--- src/bblur_queue.sv ---
// short fifo of raster steps between front and back end
// no package dependencies
module bblur_queue #(
  parameter int WIDTH = 48,
  parameter int DEPTH = 4
) (
  input  logic             clk,
  input  logic             rst_n,
  input  logic             push,
  input  logic [WIDTH-1:0] wdata,
  output logic             full,
  input  logic             pop,
  output logic [WIDTH-1:0] rdata,
  output logic             empty
);

  localparam int PW = (DEPTH > 1) ? $clog2(DEPTH) : 1;
  localparam int CW = $clog2(DEPTH + 1);

  logic [WIDTH-1:0] ent_r [DEPTH];
  logic [PW-1:0]    wp_r, wp_nxt, rp_r, rp_nxt;
  logic [CW-1:0]    cnt_r, cnt_nxt;

  assign full  = (cnt_r == CW'(DEPTH));
  assign empty = (cnt_r == '0);
  assign rdata = ent_r[rp_r];

  always_comb begin
    wp_nxt  = wp_r;
    rp_nxt  = rp_r;
    cnt_nxt = cnt_r;
    if (push) begin
      wp_nxt = (wp_r == PW'(DEPTH - 1)) ? '0 : wp_r + PW'(1);
    end
    if (pop) begin
      rp_nxt = (rp_r == PW'(DEPTH - 1)) ? '0 : rp_r + PW'(1);
    end
    if (push && !pop) begin
      cnt_nxt = cnt_r + CW'(1);
    end else if (pop && !push) begin
      cnt_nxt = cnt_r - CW'(1);
    end
  end

  always_ff @(posedge clk) begin
    if (!rst_n) begin
      wp_r  <= '0;
      rp_r  <= '0;
      cnt_r <= '0;
    end else begin
      wp_r  <= wp_nxt;
      rp_r  <= rp_nxt;
      cnt_r <= cnt_nxt;
    end
  end

  always_ff @(posedge clk) begin
    if (push) begin
      ent_r[wp_r] <= wdata;
    end
  end

  a_no_overflow: assert property (@(posedge clk) disable iff (!rst_n)
    push |-> (cnt_r != CW'(DEPTH)))
    else $error("push into full queue");

  a_no_underflow: assert property (@(posedge clk) disable iff (!rst_n)
    pop |-> (cnt_r != '0))
    else $error("pop from empty queue");

endmodule

--- config.mk ---
export PLATFORM = sky130hd
export DESIGN_NAME = bblur_queue
export DESIGN_NICKNAME = d
export VERILOG_FILES = /design/src/bblur_queue.sv
export SDC_FILE = /design/constraint.sdc
export NUM_CORES = 1
export LEC_CHECK = 0
export ABC_AREA = 1
export BUFFER_PORTS_ARGS = -buffer_cell sky130_fd_sc_hd__buf_2
export CORE_MARGIN = 4
export CORE_UTILIZATION = 40
export CTS_BUF_LIST = sky130_fd_sc_hd__clkbuf_8 sky130_fd_sc_hd__clkbuf_16
export CTS_CLUSTER_DIAMETER = 40
export DETAILED_ROUTE_END_ITERATION = 16
export PLACE_DENSITY = 0.69
export SLEW_MARGIN = 20
export SYNTH_ARGS = -nofsm -noshare
export SYNTH_HDL_FRONTEND = slang
export SYNTH_SLANG_ARGS = --single-unit
--- constraint.sdc ---
create_clock -name clk -period 2.7 [get_ports clk]
set_clock_uncertainty 0.05 [all_clocks]
set_input_delay 0.135 -clock clk [delete_from_list [all_inputs] [get_ports clk]]
set_output_delay 0.135 -clock clk [all_outputs]
set_load 0.02 [all_outputs]
# Yosys cells after proc, flatten, opt, wreduce, memory -nomap -nowiden

Memory sizes are Yosys's and may differ from the RTL's. A register that Yosys moved wholly into a read port is not among the register bits.
Cells that the tools add are included.
W data, S select, Z words.

Register bits after elaboration: 7
Bits in writable memories: 192
Input port bits: 52
Word-level logic and storage cells: 25
Memories: 1

Add/subtract/negate cells: 4
Equal/unequal tests: 3
Multiplexer cells: 8
Reductions and logical operators: 6

Memory list:

| memory | words | width | rd ports | clocked after memory_dff | wr ports | RTL line | RTL |
|---|---|---|---|---|---|---|---|
| ent_r  | 4     | 48    | 1        | 1                        | 1        | 20       | `logic [WIDTH-1:0] ent_r [DEPTH];` |

Operators by type and width:

| cell                  | number |
|---|---|
| $mux W2               | 4 |
| $mux W3               | 2 |
| $add A2 B1 Y2 const B | 2 |
| $eq A2 B2 Y1 const B  | 2 |
| $add A3 B1 Y3 const B | 1 |
| $eq A3 B3 Y1 const B  | 1 |
| $logic_not A3 Y1      | 1 |
| $sub A3 B1 Y3 const B | 1 |
| $logic_and A1 B1 Y1   | 2 |
| $logic_not A1 Y1      | 2 |
| $mux W1               | 2 |
| $reduce_bool A2 Y1    | 1 |

# Logic depth before layout (Yosys ltp)

Depth after elaboration: 4
Mapped depth: 10

# Least setup slack after synthesis

OpenSTA, ideal clock, no wires.

Path type: register -> register
From: register wp_r[0]
To: memory ent_r[3][0] (enable)
Data arrival time: 1.529 ns
Data required time: 2.248 ns
Slack: 0.719 ns
Stages on the path, launching flop included: 4
Cells stage by stage: dfxtp_1 > ha_1 > nand2_1 > inv_1

RTL lines:

| item                   | RTL line | RTL |
|---|---|---|
| start, declared        | 21       | `logic [PW-1:0] wp_r, wp_nxt, rp_r, rp_nxt;` |
| start signal, assigned | 51       | `wp_r <= wp_nxt;` |
| end, declared          | 20       |  |

Straight into the memory's write port.

==> impl_metrics.tcl <==
set metrics [dict create \
    status "finished clean" \
    antenna_found_initial 0 \
    syn_avg_cell_area_um2 14.57 \
    cp-start-kind "flip-flop" \
    rows 50 \
    hold_depth 2 \
    die_area_mm2 0.02136 \
    ff2ff_path_depth 5 \
    power_per_cell_area_mw_per_mm2 782.4 \
    hold_class "input port to flip-flop" \
    r2r_slack_ps 870 \
    numCtsBuffers 25 \
    detail_route.wirelength_um 17170 \
    die_x_um 146.2 \
    initialDrtViolationCount 286 \
    layout-area-overhead-vs-synth_pct 26.20 \
    ys.warnings.count 0 \
    r2r_start "wp_r[0]" \
    ant_nets 0 \
    min_period_ps 2486 \
    coreArea_mm2 0.01877 \
    path_cells "inv_8 -> o21ai_0 -> o22ai_1 -> buf_2" \
    synth_top_area_frac 0.7552 \
    dr.pass1.iters 4 \
    critical_path_required_ps 2520 \
    syn_inst 524 \
    layout_common_cells "edfxtp_1, buf_2, nor2_1, o21ai_0, dlygate4sd3_1" \
    grtUsageTotal 0.1597 \
    routabilityCongestion 0.7444 \
    rsz0062_at_grt "no" \
    grt_max_degree 97 \
    path_buf_inv 2 \
    syn_nets 583 \
    syn_area_mm2 0.007635 \
    hold_start "wdata[37]" \
    max_freq_mhz 402.2 \
    wl_per_cell_um 18.36 \
    cp_top_family "flip-flops" \
    clkTransAtPathRegs_ps 60 \
    cts-root-buf "clkbuf_16" \
    boundaryPins 102 \
    power.static_leakage_nw 3.473 \
    synth_cell_types 25 \
    drc 0 \
    fin_nets 741 \
    critPathCaptureType "output pin" \
    vias 4834 \
    synth_top_area_cell "edfxtp_1" \
    worst-path-stages 4 \
    r2r_end "ent_r[2][8]" \
    antenna_cells 0 \
    synth-seq-cells 201 \
    drt-vias-per-instance 5.170 \
    worstMarginPinSlew_ps 698.7 \
    worstSetupPathType "flip-flop to output pin" \
    clk_path_buf_depth 3 \
    maxSlewHeadroom 0.5335 \
    clk_latency_ps 510 \
    io_buffers 101 \
    synth.yosys.seq_area_share 0.7788 \
    path_max_fanout 96 \
    slew_violations 0 \
    cts_setup_buffers 0 \
    final_common_cell "edfxtp_1" \
    ir_drop_mv 0.5254 \
    cp.arrival_ps 2300 \
    die_h_um 146.2 \
    synthTopCellsByArea "edfxtp_1, o21ai_0, nor2_1, o22ai_1, dfxtp_1" \
    fill_cells 1577 \
    cp_slowest_stage_delay_ps 700 \
    holdPathEnd "ent_r[2][37]" \
    fin_tns_setup_ps 0 \
    h-tree-depth 1 \
    overflow 0 \
    tritoncts "done" \
    maxCapViolCount 0 \
    initial_core_util 0.4068 \
    setup_viol 0 \
    clock_sinks 201 \
    fin_util 0.5134 \
    grt_pass1_vias 5048 \
    dpl.hpwl_um 9496 \
    min_period_over_period 0.9208 \
    final_hold_viol_count 0 \
    final_layout_size_suffix_gt1_frac 0.2397 \
    critical_path.slowest_cell "dfxtp_4" \
    grt_pass1_wl_um 27400 \
]
[repair_timing]
item / CTS / global route
setup endpoints to repair: 0 / 1
endpoints found under the hold margin: 201 / 0
gates resized for setup: 0 / 1
hold buffers: 51 / 0
[cells in the mapped netlist]
library cell / instances
nor2_2: 10
inv_6: 1
nor2_1: 94
nand3_1: 1
inv_2: 1
o21ai_1: 9
buf_4: 4
nand4_1: 1
o22ai_1: 48
o21ai_0: 90
ha_1: 6
buf_2: 8
clkbuf_4: 2
clkbuf_2: 5
edfxtp_1: 192
a21oi_1: 3
nand2_1: 8
xor2_1: 1
inv_1: 14
fa_1: 1
nor3_1: 4
buf_12: 2
clkbuf_1: 4
dfxtp_1: 9
buf_6: 6
[state kept, by name, indices dropped and copies added, names as in the netlist, named ones only]
register and flops:
wp_r 2, rp_r 2, cnt_r 3, ent_r 192
[final cells by class]
cell class                 count  area (um^2)  share of cell area
sequential                   201         5951              0.6176
clock inverter                21        166.4             0.01727
timing repair buffer         162         1141              0.1184
tap                          234        292.8             0.03039
multi-input combinational    276         1391              0.1444
inverter                      16        67.56            0.007012
clock buffer                  25        625.6             0.06493
[how the worst max path moves through the flow]
| stage | endpoint | slack (ps) | from |
|---|---|---|---|
| 4_1_cts | rdata[45] | 140 | flip-flop |
| 3_3_place_gp | rdata[45] | 800 | flip-flop |
| 6_report | rdata[45] | 210 | flip-flop |
| 5_1_grt | rdata[16] | 100 | flip-flop |
| 2_1_floorplan | ent_r[3][0] | 720 | wp_r[0] |
| 3_5_place_dp | rdata[24] | 690 | flip-flop |
[layer usage]
layer | track usage | wire (um) | vias to the layer above
met5 | 0 | 0 | -
met4 | 0.03716 | 386 | 0
met3 | 0.03662 | 991 | 32
met2 | 0.2804 | 8514 | 145
met1 | 0.2025 | 7277 | 2381
li1 | - | - | 2276
[power by group]
| group | internal (mW) | switching [mW] |
|---|---|---|
| registers | 3.56 | 0.0572 |
| clock network | 1.82 | 1.29 |
| logic | 0.278 | 0.539 |
[logic make-up (layout without fill, tap and decap cells)]
family / Yosys count / in the layout / share of synthesized area
buffers and inverters: 47 / 224 / 0.03900
XOR/XNOR: 1 / 1 / 0.001147
AO/OA/AOI/OAI: 150 / 150 / 0.1062
AND/OR/NAND/NOR: 118 / 118 / 0.06244
adder cells (fa/ha/maj): 7 / 7 / 0.01245
flip-flops: 201 / 201 / 0.7788
[through the flow]
step	instances	total power [mW]	hold slack (ps)	setup WS, ps	cell area [um^2]
6_report	935	7.539	315.4	213.9	9635
5_1_grt	935	7.857	319.2	98.29	9635
4_1_cts	935	7.608	290.5	136.3	9633
3_5_place_dp	838	4.443	300.0	694.1	8330
3_3_place_gp	838	4.409	294.0	799.2	8330
2_1_floorplan	524	4.149	183.9	718.9	7635
Note: power is estimated with default switching activity, not from simulation.
