`src/bblur_pkg.sv`:
```
// shared types, constants and helper functions of the 3x3 box blur
// no dependencies
package bblur_pkg;

  localparam int CH_W        = 8;
  localparam int PIX_W       = 3 * CH_W;
  localparam int SUM_W       = 12;
  localparam int N_W         = 4;
  localparam int RECIP_W     = 17;
  localparam int RECIP_SHIFT = 16;
  localparam int PROD_W      = SUM_W + RECIP_W;
  localparam int QUOT_W      = PROD_W - RECIP_SHIFT;
  localparam int CFG_AW      = 1;
  localparam int CFG_DW      = 13;
  localparam int FW_CFG_W    = 12;
  localparam int FH_CFG_W    = 13;
  localparam int CH_MAX      = 255;

  localparam logic [CFG_AW-1:0] CFG_FRAME_WIDTH  = 1'b0;
  localparam logic [CFG_AW-1:0] CFG_FRAME_HEIGHT = 1'b1;

  localparam logic ACT_PIXEL = 1'b0;
  localparam logic ACT_FLUSH = 1'b1;

  typedef struct packed {
    logic [CH_W-1:0] red;
    logic [CH_W-1:0] green;
    logic [CH_W-1:0] blue;
  } pix_t;

  typedef struct packed {
    logic emit;
    logic last;
    logic top_ok;
    logic bot_ok;
    logic left_ok;
    logic right_ok;
  } step_ctl_t;

  // number of neighbors inside the frame
  function automatic logic [N_W-1:0] nbr_count(input step_ctl_t c);
    logic [N_W-1:0] rows;
    logic [N_W-1:0] cols;
    rows = N_W'(1) + N_W'(c.top_ok) + N_W'(c.bot_ok);
    cols = N_W'(1) + N_W'(c.left_ok) + N_W'(c.right_ok);
    return N_W'(rows * cols);
  endfunction

  // ceil(2^16 / n), exact for dividends below 32768
  function automatic logic [RECIP_W-1:0] recip(input logic [N_W-1:0] n);
    logic [RECIP_W-1:0] r;
    case (n)
      4'd1:    r = 17'd65536;
      4'd2:    r = 17'd32768;
      4'd3:    r = 17'd21846;
      4'd4:    r = 17'd16384;
      4'd6:    r = 17'd10923;
      4'd9:    r = 17'd7282;
      default: r = 17'd65536;
    endcase
    return r;
  endfunction

endpackage

```
`src/bblur_front.sv`:
```
// front end: config registers, raster counters, classification of transactions
// depends on bblur_pkg
module bblur_front import bblur_pkg::*; #(
  parameter int MAX_WIDTH  = 2048,
  parameter int MAX_HEIGHT = 4096
) (
  input  logic                   clk,
  input  logic                   rst_n,
  input  logic                   in_tvalid,
  output logic                   in_tready,
  input  logic [PIX_W-1:0]       in_tdata,
  input  logic                   in_tuser,
  input  logic                   cfg_we,
  input  logic [CFG_AW-1:0]      cfg_addr,
  input  logic [CFG_DW-1:0]      cfg_wdata,
  input  logic                   q_full,
  output logic                   push,
  output logic [(MAX_WIDTH > 1 ? $clog2(MAX_WIDTH) : 1)-1:0] step_addr,
  output pix_t                   step_px,
  output step_ctl_t              step_ctl
);

  localparam int AW = (MAX_WIDTH > 1) ? $clog2(MAX_WIDTH) : 1;
  localparam int WW = $clog2(MAX_WIDTH + 1);
  localparam int HW = $clog2(MAX_HEIGHT + 2);
  localparam int FW_RST = (640 > MAX_WIDTH) ? MAX_WIDTH : 640;
  localparam int FH_RST = (480 > MAX_HEIGHT) ? MAX_HEIGHT : 480;

  logic [WW-1:0] fw_r, fw_nxt;
  logic [HW-1:0] fh_r, fh_nxt;
  logic [WW-1:0] ic_r, ic_nxt, oc_r, oc_nxt;
  logic [HW-1:0] ir_r, ir_nxt, or_r, or_nxt;
  logic          extra_r, extra_nxt;

  logic complete, emit_now, is_flush, acc, step_go, last_now;

  assign is_flush  = (in_tuser == ACT_FLUSH);
  assign in_tready = !extra_r && !q_full;
  assign acc       = in_tvalid && in_tready;
  assign complete  = (ir_r >= fh_r);
  assign emit_now  = (ir_r > HW'(1)) || ((ir_r == HW'(1)) && (ic_r != '0));
  assign last_now  = emit_now && (or_r == fh_r - HW'(1)) && (oc_r == fw_r - WW'(1));
  assign step_go   = extra_r ? !q_full : (acc && (is_flush ? complete : !complete));
  assign push      = step_go && !cfg_we;

  assign step_addr = ic_r[AW-1:0];

  always_comb begin
    if (extra_r || is_flush) begin
      step_px = '0;
    end else begin
      step_px.red   = in_tdata[CH_W-1:0];
      step_px.green = in_tdata[2*CH_W-1:CH_W];
      step_px.blue  = in_tdata[3*CH_W-1:2*CH_W];
    end
    step_ctl.emit     = emit_now;
    step_ctl.last     = last_now;
    step_ctl.top_ok   = (or_r != '0);
    step_ctl.bot_ok   = (or_r != fh_r - HW'(1));
    step_ctl.left_ok  = (oc_r != '0);
    step_ctl.right_ok = (oc_r != fw_r - WW'(1));
  end

  always_comb begin
    fw_nxt    = fw_r;
    fh_nxt    = fh_r;
    ic_nxt    = ic_r;
    ir_nxt    = ir_r;
    oc_nxt    = oc_r;
    or_nxt    = or_r;
    extra_nxt = extra_r;
    if (cfg_we) begin
      case (cfg_addr)
        CFG_FRAME_WIDTH: begin
          if (cfg_wdata[FW_CFG_W-1:0] == '0) begin
            fw_nxt = WW'(1);
          end else if (32'(cfg_wdata[FW_CFG_W-1:0]) > 32'(MAX_WIDTH)) begin
            fw_nxt = WW'(MAX_WIDTH);
          end else begin
            fw_nxt = WW'(cfg_wdata[FW_CFG_W-1:0]);
          end
        end
        CFG_FRAME_HEIGHT: begin
          if (cfg_wdata[FH_CFG_W-1:0] == '0) begin
            fh_nxt = HW'(1);
          end else if (32'(cfg_wdata[FH_CFG_W-1:0]) > 32'(MAX_HEIGHT)) begin
            fh_nxt = HW'(MAX_HEIGHT);
          end else begin
            fh_nxt = HW'(cfg_wdata[FH_CFG_W-1:0]);
          end
        end
        default: begin
        end
      endcase
      ic_nxt    = '0;
      ir_nxt    = '0;
      oc_nxt    = '0;
      or_nxt    = '0;
      extra_nxt = 1'b0;
    end else if (step_go) begin
      if (ic_r == fw_r - WW'(1)) begin
        ic_nxt = '0;
        ir_nxt = ir_r + HW'(1);
      end else begin
        ic_nxt = ic_r + WW'(1);
      end
      if (emit_now) begin
        if (oc_r == fw_r - WW'(1)) begin
          oc_nxt = '0;
          or_nxt = or_r + HW'(1);
        end else begin
          oc_nxt = oc_r + WW'(1);
        end
      end
      if (extra_r) begin
        extra_nxt = 1'b0;
      end else if (is_flush && !emit_now) begin
        extra_nxt = 1'b1;
      end
      if (last_now) begin
        ic_nxt = '0;
        ir_nxt = '0;
        oc_nxt = '0;
        or_nxt = '0;
      end
    end
  end

  always_ff @(posedge clk) begin
    if (!rst_n) begin
      fw_r    <= WW'(FW_RST);
      fh_r    <= HW'(FH_RST);
      ic_r    <= '0;
      ir_r    <= '0;
      oc_r    <= '0;
      or_r    <= '0;
      extra_r <= 1'b0;
    end else begin
      fw_r    <= fw_nxt;
      fh_r    <= fh_nxt;
      ic_r    <= ic_nxt;
      ir_r    <= ir_nxt;
      oc_r    <= oc_nxt;
      or_r    <= or_nxt;
      extra_r <= extra_nxt;
    end
  end

  // the second step of a single-row flush always yields a result
  a_extra_emits: assert property (@(posedge clk) disable iff (!rst_n)
    (extra_r && step_go && !cfg_we) |-> emit_now)
    else $error("extra flush step without result");

  a_cfg_restart: assert property (@(posedge clk) disable iff (!rst_n)
    cfg_we |=> (ic_r == '0 && ir_r == '0 && oc_r == '0 && !extra_r))
    else $error("config write did not restart frame");

endmodule

```
`config.mk`:
```
export PLATFORM = sky130hd
export DESIGN_NAME = bblur_front
export DESIGN_NICKNAME = d
export VERILOG_FILES = /design/src/bblur_pkg.sv /design/src/bblur_front.sv
export SDC_FILE = /design/constraint.sdc
export NUM_CORES = 1
export LEC_CHECK = 0
export BUFFER_PORTS_ARGS = -buffer_cell sky130_fd_sc_hd__buf_2
export CAP_MARGIN = 20
export CORE_AREA = 2 2 101 152
export DETAILED_ROUTE_END_ITERATION = 8
export DIE_AREA = 0 0 103 154
export GPL_ROUTABILITY_DRIVEN = 0
export PLACE_DENSITY_LB_ADDON = 0.1
export SLEW_MARGIN = 20
export SYNTH_ARGS = -nofsm -noshare
export SYNTH_HDL_FRONTEND = slang
export SYNTH_SLANG_ARGS = --single-unit
```
`constraint.sdc`:
```
create_clock -name clk -period 6.1 [get_ports clk]
set_input_delay 0 -clock clk [delete_from_list [all_inputs] [get_ports clk]]
set_output_delay 0 -clock clk [all_outputs]
set_load 0.005 [all_outputs]
```
; ---- Word level (Yosys, flattened, before mapping)
; Index checks and enable logic that the tools add are counted.
[word_totals]
out_inout_bits = 43
register_bits = 76
[classes]
n_addsub = 6
bitwise = 2
reduce_logical = 29
mux = 19
magnitude_cmp = 4
eq_ne = 6
[op_table]
columns = operator, n
row1 = 13-bit two-way mux, 7
row2 = 12-bit two-way mux, 7
row3 = 13-bit by 1-bit adder with 13-bit output (second input constant), 2
row4 = 12-bit by 1-bit adder with 12-bit output (second input constant), 2
row5 = 12-bit == test, 2
row6 = 24-bit two-way mux, 1
row7 = 12-bit nonzero test, 2
row8 = 13-bit by 1-bit == test with 1-bit output (second input constant), 1
row9 = 13-bit == test, 1
row10 = 13-bit greater-or-equal comparator, 1
row11 = 13-bit by 1-bit greater-than comparator with 1-bit output (second input constant), 1
row12 = 13-bit greater-than comparator (second input constant), 1
row13 = 13-bit zero test, 1
row14 = 13-bit inequality test, 1
row15 = 13-bit nonzero test, 1
row16 = 13-bit by 1-bit subtractor with 13-bit output (second input constant), 1
row17 = 12-bit greater-than comparator (second input constant), 1
row18 = 12-bit zero test, 1
row19 = 12-bit inequality test, 1
row20 = 12-bit by 1-bit subtractor with 12-bit output (second input constant), 1
row21 = 1-bit logical AND, 8
row22 = 2-bit AND reduction, 4
row23 = 2-bit nonzero test, 3
row24 = 1-bit zero test, 5
row25 = other kinds (5), 10

; ---- Longest topological paths before layout
; Gate-level depths: netlist of the first run.
[depth]
word_depth = 7
depth_mapped = 14
depth_no_buf = 11

; ---- Worst setup path before layout of the first run
; OpenSTA, ideal clock, no wires.
[synth_path]
path_type = reg2reg
from = register fw_r[0]
to = register ir_r[10]
synth_period_minus_slack_ns = 3.421
arrival_ns = 3.351
stages_incl_launch_ff = 14
t_required_ns = 6.030
path_slack_ns = 2.679
n_path_buf = 3
path_cell_list = dfxtp_1 clkbuf_1 inv_1 ha_1 or4b_1 buf_2 or3_4 nand3b_1 o2111ai_1 or4_1 a2bb2oi_2 buf_6 or4_1 a21oi_1
[synth_via]
elab_chain_len = 5
elab_cells_between_ends = 7
classes_between = add/sub (1) / eq/ne (2) / mux (1) / reduce/logical (3)
[synth_rtl]
columns = item, line_no
row1 = from (decl), bblur_front.sv:29  ; logic [WW-1:0] fw_r, fw_nxt;
row2 = from (signal assigned), bblur_front.sv:131  ; fw_r <= WW'(FW_RST);
row3 = from (signal assigned), bblur_front.sv:139  ; fw_r <= fw_nxt;
row4 = 12-bit by 1-bit subtractor with 12-bit output *, "bblur_front.sv:42, bblur_front.sv:101"
row5 = 12-bit == test, bblur_front.sv:42  ; assign last_now = emit_now && (or_r == fh_r - HW'(1)) && (oc_r == fw_r - WW'(1));
row6 = 1-bit logical AND, bblur_front.sv:42
row7 = 2-bit nonzero test (no line), -
row8 = 2-bit AND reduction (no line), -
row9 = to (signal assigned), bblur_front.sv:142  ; ir_r <= ir_nxt;
row10 = to (decl), bblur_front.sv:32  ; logic [HW-1:0] ir_r, ir_nxt, or_r, or_nxt;
; Mark *: on every way between the ends. The rest lies on a longest branch, timed or not.
; A chain may end at the register's enable or synchronous reset.

; ---- Worst setup path after layout of the first run
[layout_path]
from = register fw_r[0]
to = register ic_r[0]
[layout_via]
elab_chain_len = 4
elab_cells_between_ends = 6
classes_between = add/sub (1) / eq/ne (2) / mux (2) / reduce/logical (1)
[layout_rtl]
columns = item, line_no
row1 = 12-bit by 1-bit subtractor with 12-bit output *, "bblur_front.sv:42, bblur_front.sv:101"
row2 = "12-bit == test, on equally long branches", "bblur_front.sv:101, bblur_front.sv:42"
row3 = 12-bit two-way mux or 1-bit logical AND (tied branches), "bblur_front.sv:101, bblur_front.sv:42"
row4 = 12-bit two-way mux *, bblur_front.sv:120  ; if (last_now) begin
row5 = to (signal assigned), bblur_front.sv:141  ; ic_r <= ic_nxt;
row6 = to (decl), bblur_front.sv:31  ; logic [WW-1:0] ic_r, ic_nxt, oc_r, oc_nxt;
; Marked as above.

==> flow_summary_export.csv, run 1 <==
group,metric,value,unit
pwr,leakagePower,2.46,nW
synth,synth_edf_count,0,
clocking,clk_latency,340,ps
layout,layout_common_cells,"buf_2 (86), dfxtp_1 (76), a21oi_1 (70), nor2_1 (53), inv_1 (48)",
synth,synthAdderAreaFrac,5.17,%
timing,fmax,251,MHz
route,wl_per_cell,18.6,um
clocking,cts_setup_buffers,0,
timing,finalWorstSetupSlack,2110,ps
timing,setup_viol,0,
global_routing,antenna_found_initial,0,
layout,diodes,0,
placed_design,dp_slack,2150,ps
floorplan,start_util,39.8,%
timing,hold_viol_final,0,
layout,finish.utilization,45.8,%
synth,ys_types,68,
route,viasPerCell,5.96,
placed_design,portBuffers,86,
clocking,cts_resized,0,
clocking,cts_buffer_depth,2,
clocking,numCtsBuffers,9,
synth,yosysWarnings,0,
synth,synthCells,752,
synth,synthTopCellsByArea,"dfxtp_1 (26%), a21oi_1 (6.1%), ha_1 (5.0%)",
synth,ys_seq_elements,76,
worst_setup_path,endpoint_kind,"register",
synth,synthXorXnorAreaFrac,6.19,%
global_routing,grt.total_usage,24.3,%
route,dr.pass1.iters,4,
timing,final.setup.tns,0,ps
worst_setup_path,cpMaxStageDelayCell,"o21ai_1",
route,drc,0,
pwr,swShare,26.3,%
synth,yosysTopAreaCell,"dfxtp_1",
timing,fin_skew,6.81,ps
synth,synth-compound-area-share,24.1,%
floorplan,rows,54,
synth,syn-mean-instance-area,7.66,um^2
floorplan,coreArea,14500,um^2
synth,syn-cell-area,5760,um^2
worst_setup_path,path_buf_inv,1,
layout,finalNetCount,873,
clocking,tritoncts,"yes",
timing,slew_viol_final,0,
clocking,hold_buffers,13,
floorplan,die_w,103,um
route,dr_total_vias,5992,
worst_setup_path,crit_path_max_fanout,25,
pwr,p_int,0.000927,W
global_routing,grt_pass1_wl,30200,um
run_status,status,"finished, final reports clean",
synth,syn-num-nets,819,
timing,post-route-min-period,3990,ps
worst_setup_path,crit_family,"simple AND/OR/NAND/NOR gates",
floorplan,io_pins,87,
worst_setup_path,cp.arrival,4190,ps
timing,timing.slew.headroom,35.9,%
worst_setup_path,crit_path_start_kind,"register",
worst_setup_path,cp_cell_sequence,"inv_1 -> ha_1 -> or4b_1 -> or3_4 -> nand3b_1 -> o2111ai_1 -> or4_1 -> a2bb2oi_2 -> o21ai_1 -> nor2_1",
synth,muxShareOfSynthArea,0,%
synth,synth_top_family_by_area,"simple AND/OR/NAND/NOR gates",
global_routing,grt_max_degree,49,
clocking,cts-root-buf,"clkbuf_16",
timing,rsz0062_at_grt,"no",
pwr,power_frac_seq,41.5,%
layout,seqCellArea,1520,um^2
layout,post_route_cells_drive_above_1_share,14.6,%
synth,yosysTopAreaCellShare,26.4,%
placed_design,hpwlAfterDp,14300,um
synth,yosysSeqAreaShare,26.4,%
worst_setup_path,worstPathRequired,6300,ps
synth,async_flop_share,0,%
route,wirelength,18700,um
worst_setup_path,slowest_delay,750,ps
global_routing,first_global_vias,5815,
layout,area_delta_synth_final,14.9,%
clocking,clk_pin_slew_worst_paths,60,ps
pwr,power_frac_comb,12.9,%
hold_path,min_path_type,"input pin to register",
route,ant_nets,0,
route,first_iter_violations,288,
layout,multi_input_area,3770,um^2
pwr,p_switching,0.000330,W
global_routing,overflow,0,
synth,synthSimpleGateAreaFrac,29.9,%
worst_setup_path,crit_type,"register to register",
floorplan,die-area,15900,um^2
synth,synthFlopType,"dfxtp_1",
clocking,cts_num_sinks,76,
pwr,vdd.ir_drop.worst,0.117,mV
pwr,p_clk_share,45.6,%
floorplan,die_y,154,um
layout,final_common_cell,"buf_2",
timing,tightest_slew,961,ps
clocking,ctsHtreeMaxLevel,3,
timing,period_share,65.3,%
run,cap_violations,0,
pwr,p_per_area,190,nW/um^2
layout,fill_cells,1521,
power groups by stage:
stage          Sequential (W)  Clock [W]  Combinational, W
6_report             0.000522   0.000573          0.000163
5_1_grt              0.000523   0.000607          0.000180
4_1_cts              0.000521   0.000585          0.000161
3_5_place_dp         0.000533          0          0.000154
3_3_place_gp         0.000532          0          0.000152
2_1_floorplan        0.000520          0          0.000111
routing by layer:
layer	GRT usage, %	wire length [um]	part of all wire [%]	up-vias
li1	-	-	-	2902
met1	26.2	7010	38	2814
met2	43.7	9770	52	220
met3	3.50	962	5.2	56
met4	13.7	917	4.9	0
met5	0	0	0	-
flip-flops by register name, summed over array words and instances, names as in the netlist:
| signal | count |
|---|---|
| fh_r | 13 |
| ir_r | 13 |
| or_r | 13 |
| fw_r | 12 |
| ic_r | 12 |
| oc_r | 12 |
| extra_r | 1 |
final timing paths:
path | from | to | slack [ps] | cells after the start
setup / recovery | fw_r[0]$_SDFFE_PN0P_ | ic_r[0]$_SDFFE_PP0P_ | 2110 | 10
hold / removal | cfg_wdata[11] | fw_r[10]$_SDFFE_PN0P_ | 40 | 4
hold reg to reg | ir_r[6]$_SDFFE_PP0P_ | ir_r[6]$_SDFFE_PP0P_ | 520 | 2
setup reg to reg | fw_r[0]$_SDFFE_PN0P_ | ic_r[0]$_SDFFE_PP0P_ | 2110 | 10
per-stage QoR:
| stage | std cells | instance area (um^2) | hold slack (ps) | power, W |
|---|---|---|---|---|
| 2_1_floorplan | 752 | 5760 | 31.1 | 0.000630 |
| 3_3_place_gp | 978 | 6180 | 270 | 0.000684 |
| 3_5_place_dp | 978 | 6180 | 268 | 0.000686 |
| 4_1_cts | 1005 | 6620 | 26.0 | 0.00127 |
| 5_1_grt | 1005 | 6620 | 73.2 | 0.00131 |
| 6_report | 1005 | 6620 | 35.4 | 0.00126 |
tightest hold or removal path, delay by kind of cell:
kind / cells / cell delay, ps
AOI/OAI and AO/OA: 1 / 110
and+or+nand+nor: 2 / 100
buffers and inverters: 1 / 120
cells by family (layout without fill, tap and decap cells):
| logic type | after synthesis | count (layout) |
|---|---|---|
| compound gates | 207 | 207 |
| xor+xnor | 36 | 36 |
| fa+ha+maj | 24 | 24 |
| buf+inv | 109 | 166 |
| flops | 76 | 76 |
| simple gates | 300 | 300 |
cell usage after synthesis (12+ instances only):
master / count
nor3_1: 15
a21oi_1: 70
or4_1: 27
dfxtp_1: 76
o31ai_1: 22
and2_1: 28
a22oi_1: 13
xnor2_1: 25
nand2_1: 28
nand4_1: 14
or3_1: 21
nor2_1: 54
o21ai_0: 21
buf_4: 13
o2111ai_1: 12
and3_1: 14
nor4_1: 18
clkbuf_1: 40
inv_1: 48
nand3_1: 34
ha_1: 23
final cells by class:
cell class / instances / share of cell area [%]
Tap cell: 196 / 3.70
Multi-Input combinational cell: 567 / 57.0
Timing Repair Buffer: 103 / 8.92
Clock buffer: 9 / 3.40
Inverter: 49 / 2.78
Clock inverter: 5 / 1.19
Sequential cell: 76 / 23.0
Power figures use the tool's default switching activity.
==> run 2: changes to the inputs <==
==> constraint.sdc (replaced) <==
create_clock -name clk -period 4 [get_ports clk]
set_input_delay 0 -clock clk [delete_from_list [all_inputs] [get_ports clk]]
set_output_delay 0 -clock clk [all_outputs]
set_load 0.005 [all_outputs]
==> flow_summary_export.csv, run 2 (synthesized netlist as in run 1, its figures left out) <==
group,metric,value,unit
run_status,status,"finished, final reports clean",
layout,post_route_cells_drive_above_1_share,15.4,%
timing,final.setup.tns,0,ps
run,cap_violations,0,
worst_setup_path,crit_path_start_kind,"register",
clocking,cts_num_sinks,76,
timing,fmax,265,MHz
timing,slew_viol_final,0,
worst_setup_path,cp.arrival,4040,ps
placed_design,hpwlAfterDp,14300,um
floorplan,die_w,103,um
global_routing,busiest_layer,"met2",
timing,setup_viol,0,
pwr,finalPower,0.00188,W
pwr,leakagePower,2.49,nW
route,ant_nets,0,
hold_path,min_path_type,"input pin to register",
layout,final_common_cell,"buf_2",
timing,hold_viol_final,0,
layout,area_delta_synth_final,15.8,%
global_routing,grt.met3_usage,4.59,%
pwr,vdd.ir_drop.worst,0.196,mV
timing,rsz0062_at_grt,"no",
clocking,cts_buffer_depth,2,
clocking,ctsHtreeMaxLevel,3,
clocking,numCtsBuffers,9,
placed_design,portBuffers,86,
timing,period_share,94.3,%
route,drc,0,
global_routing,first_global_vias,6037,
floorplan,die-area,15900,um^2
worst_setup_path,crit_path_max_fanout,25,
global_routing,grt_util_met2,43.4,%
worst_setup_path,crit_type,"register to register",
pwr,p_per_area,281,nW/um^2
worst_setup_path,crit_top_cell,"or4_1",
layout,finalNetCount,881,
worst_setup_path,path_buf_inv,1,
worst_setup_path,slowest_delay,630,ps
worst_setup_path,crit_family,"simple AND/OR/NAND/NOR gates",
floorplan,rows,54,
timing,tightest_slew,966,ps
timing,post-route-min-period,3770,ps
route,dr.pass1.iters,5,
floorplan,coreArea,14500,um^2
clocking,tritoncts,"yes",
layout,diodes,0,
layout,reg_top3,"fh_r x13, ir_r x13, or_r x13",
floorplan,start_util,39.8,%
floorplan,io_pins,87,
layout,fill_cells,1530,
worst_setup_path,cpMaxStageDelayCell,"or4b_1",
route,wirelength,18600,um
clocking,cts-root-buf,"clkbuf_16",
global_routing,grt_max_degree,46,
route,wl_per_cell,18.4,um
global_routing,antenna_found_initial,0,
global_routing,grt.total_usage,24.5,%
timing,timing.slew.headroom,35.5,%
route,viasPerCell,5.99,
global_routing,overflow,0,
route,dr_total_vias,6078,
layout,layout_common_cells,"buf_2 (86), dfxtp_1 (76), a21oi_1 (70), nor2_1 (54), inv_1 (48)",
worst_setup_path,worstPathRequired,4270,ps
worst_setup_path,cp_cell_sequence,"inv_1 -> ha_1 -> or4b_1 -> or3_4 -> nand3b_1 -> o2111ai_1 -> or4_1 -> a2bb2oi_2 -> or4_1 -> a21oi_1",
route,first_iter_violations,308,
worst_setup_path,endpoint_kind,"register",
timing,fin_skew,5.94,ps
global_routing,grt.met1_usage,25.9,%
floorplan,die_y,154,um
clocking,cts_setup_buffers,0,
clocking,clk_pin_slew_worst_paths,60,ps
global_routing,grt_pass1_wl,30600,um
clocking,clk_latency,340,ps
## run 2: changes by cell type in the layout (fill, tap and decap cells not counted), sizes merged
cell | previous run | this run
buf | 90 | 98
bufinv | 2 | 1
clkbuf | 9 | 11
clkinv | 3 | 0
clkinvlp | 0 | 3
inv | 49 | 50
## run 2: where the power goes
group | switching, W | internal (W)
registers | 0.0000214 | 0.000768
clock network | 0.000341 | 0.000486
logic | 0.000149 | 0.000111
total | 0.000511 | 0.00136
## run 2: worst min-delay path: stages
cell	delay, ps
buf_2	120
nor3b_1	60
a21oi_1	110
nor2_1	40
## run 2: path summary, 6_finish.rpt
kind / from / end / slack, ps / cells after the start
max: fw_r[0]$_SDFFE_PN0P_ / ir_r[5]$_SDFFE_PP0P_ / 230 / 10
min: cfg_wdata[11] / fw_r[10]$_SDFFE_PN0P_ / 40 / 4
max reg2reg: fw_r[0]$_SDFFE_PN0P_ / ir_r[5]$_SDFFE_PP0P_ / 230 / 10
min reg2reg: ir_r[12]$_SDFFE_PP0P_ / ir_r[12]$_SDFFE_PP0P_ / 520 / 2
## run 2: area by class of cell
type                    instances  area [um^2]  area share [%]
clock buffers                  11          233            3.49
flip-flops and latches         76         1520            22.8
clock inverters                 5         61.3           0.919
inverters                      49          184            2.76
repair buffers                111          651            9.75
well taps                     196          245            3.68
multi-input cells             567         3780            56.6
## run 2: stage by stage
step | cells | instance area (um^2) | utilization (%) | hold WS, ps | worst slack (ps)
floorplan | 752 | 5760 | - | 31.1 | 579
global placement | 986 | 6240 | 43.2 | 271 | 375
detailed placement | 986 | 6240 | 43.2 | 269 | 271
CTS | 1015 | 6670 | 46.1 | 24.5 | 199
global route | 1015 | 6670 | 46.1 | 62.6 | 19.9
finish | 1015 | 6670 | 46.1 | 41.7 | 229
## run 2: layer usage
| metal | vias to the layer above | part of all wire [%] |
|---|---|---|
| met3 | 78 | 5.4 |
| met2 | 238 | 51 |
| li1 | 2910 | - |
| met4 | 0 | 6.5 |
| met5 | - | 0 |
| met1 | 2852 | 37 |
## run 2: timing repair
action	in CTS	in global routing
setup endpoints to repair	0	1
resized for setup	0	1
hold buffers	13	0
endpoints found under the hold margin	21	0
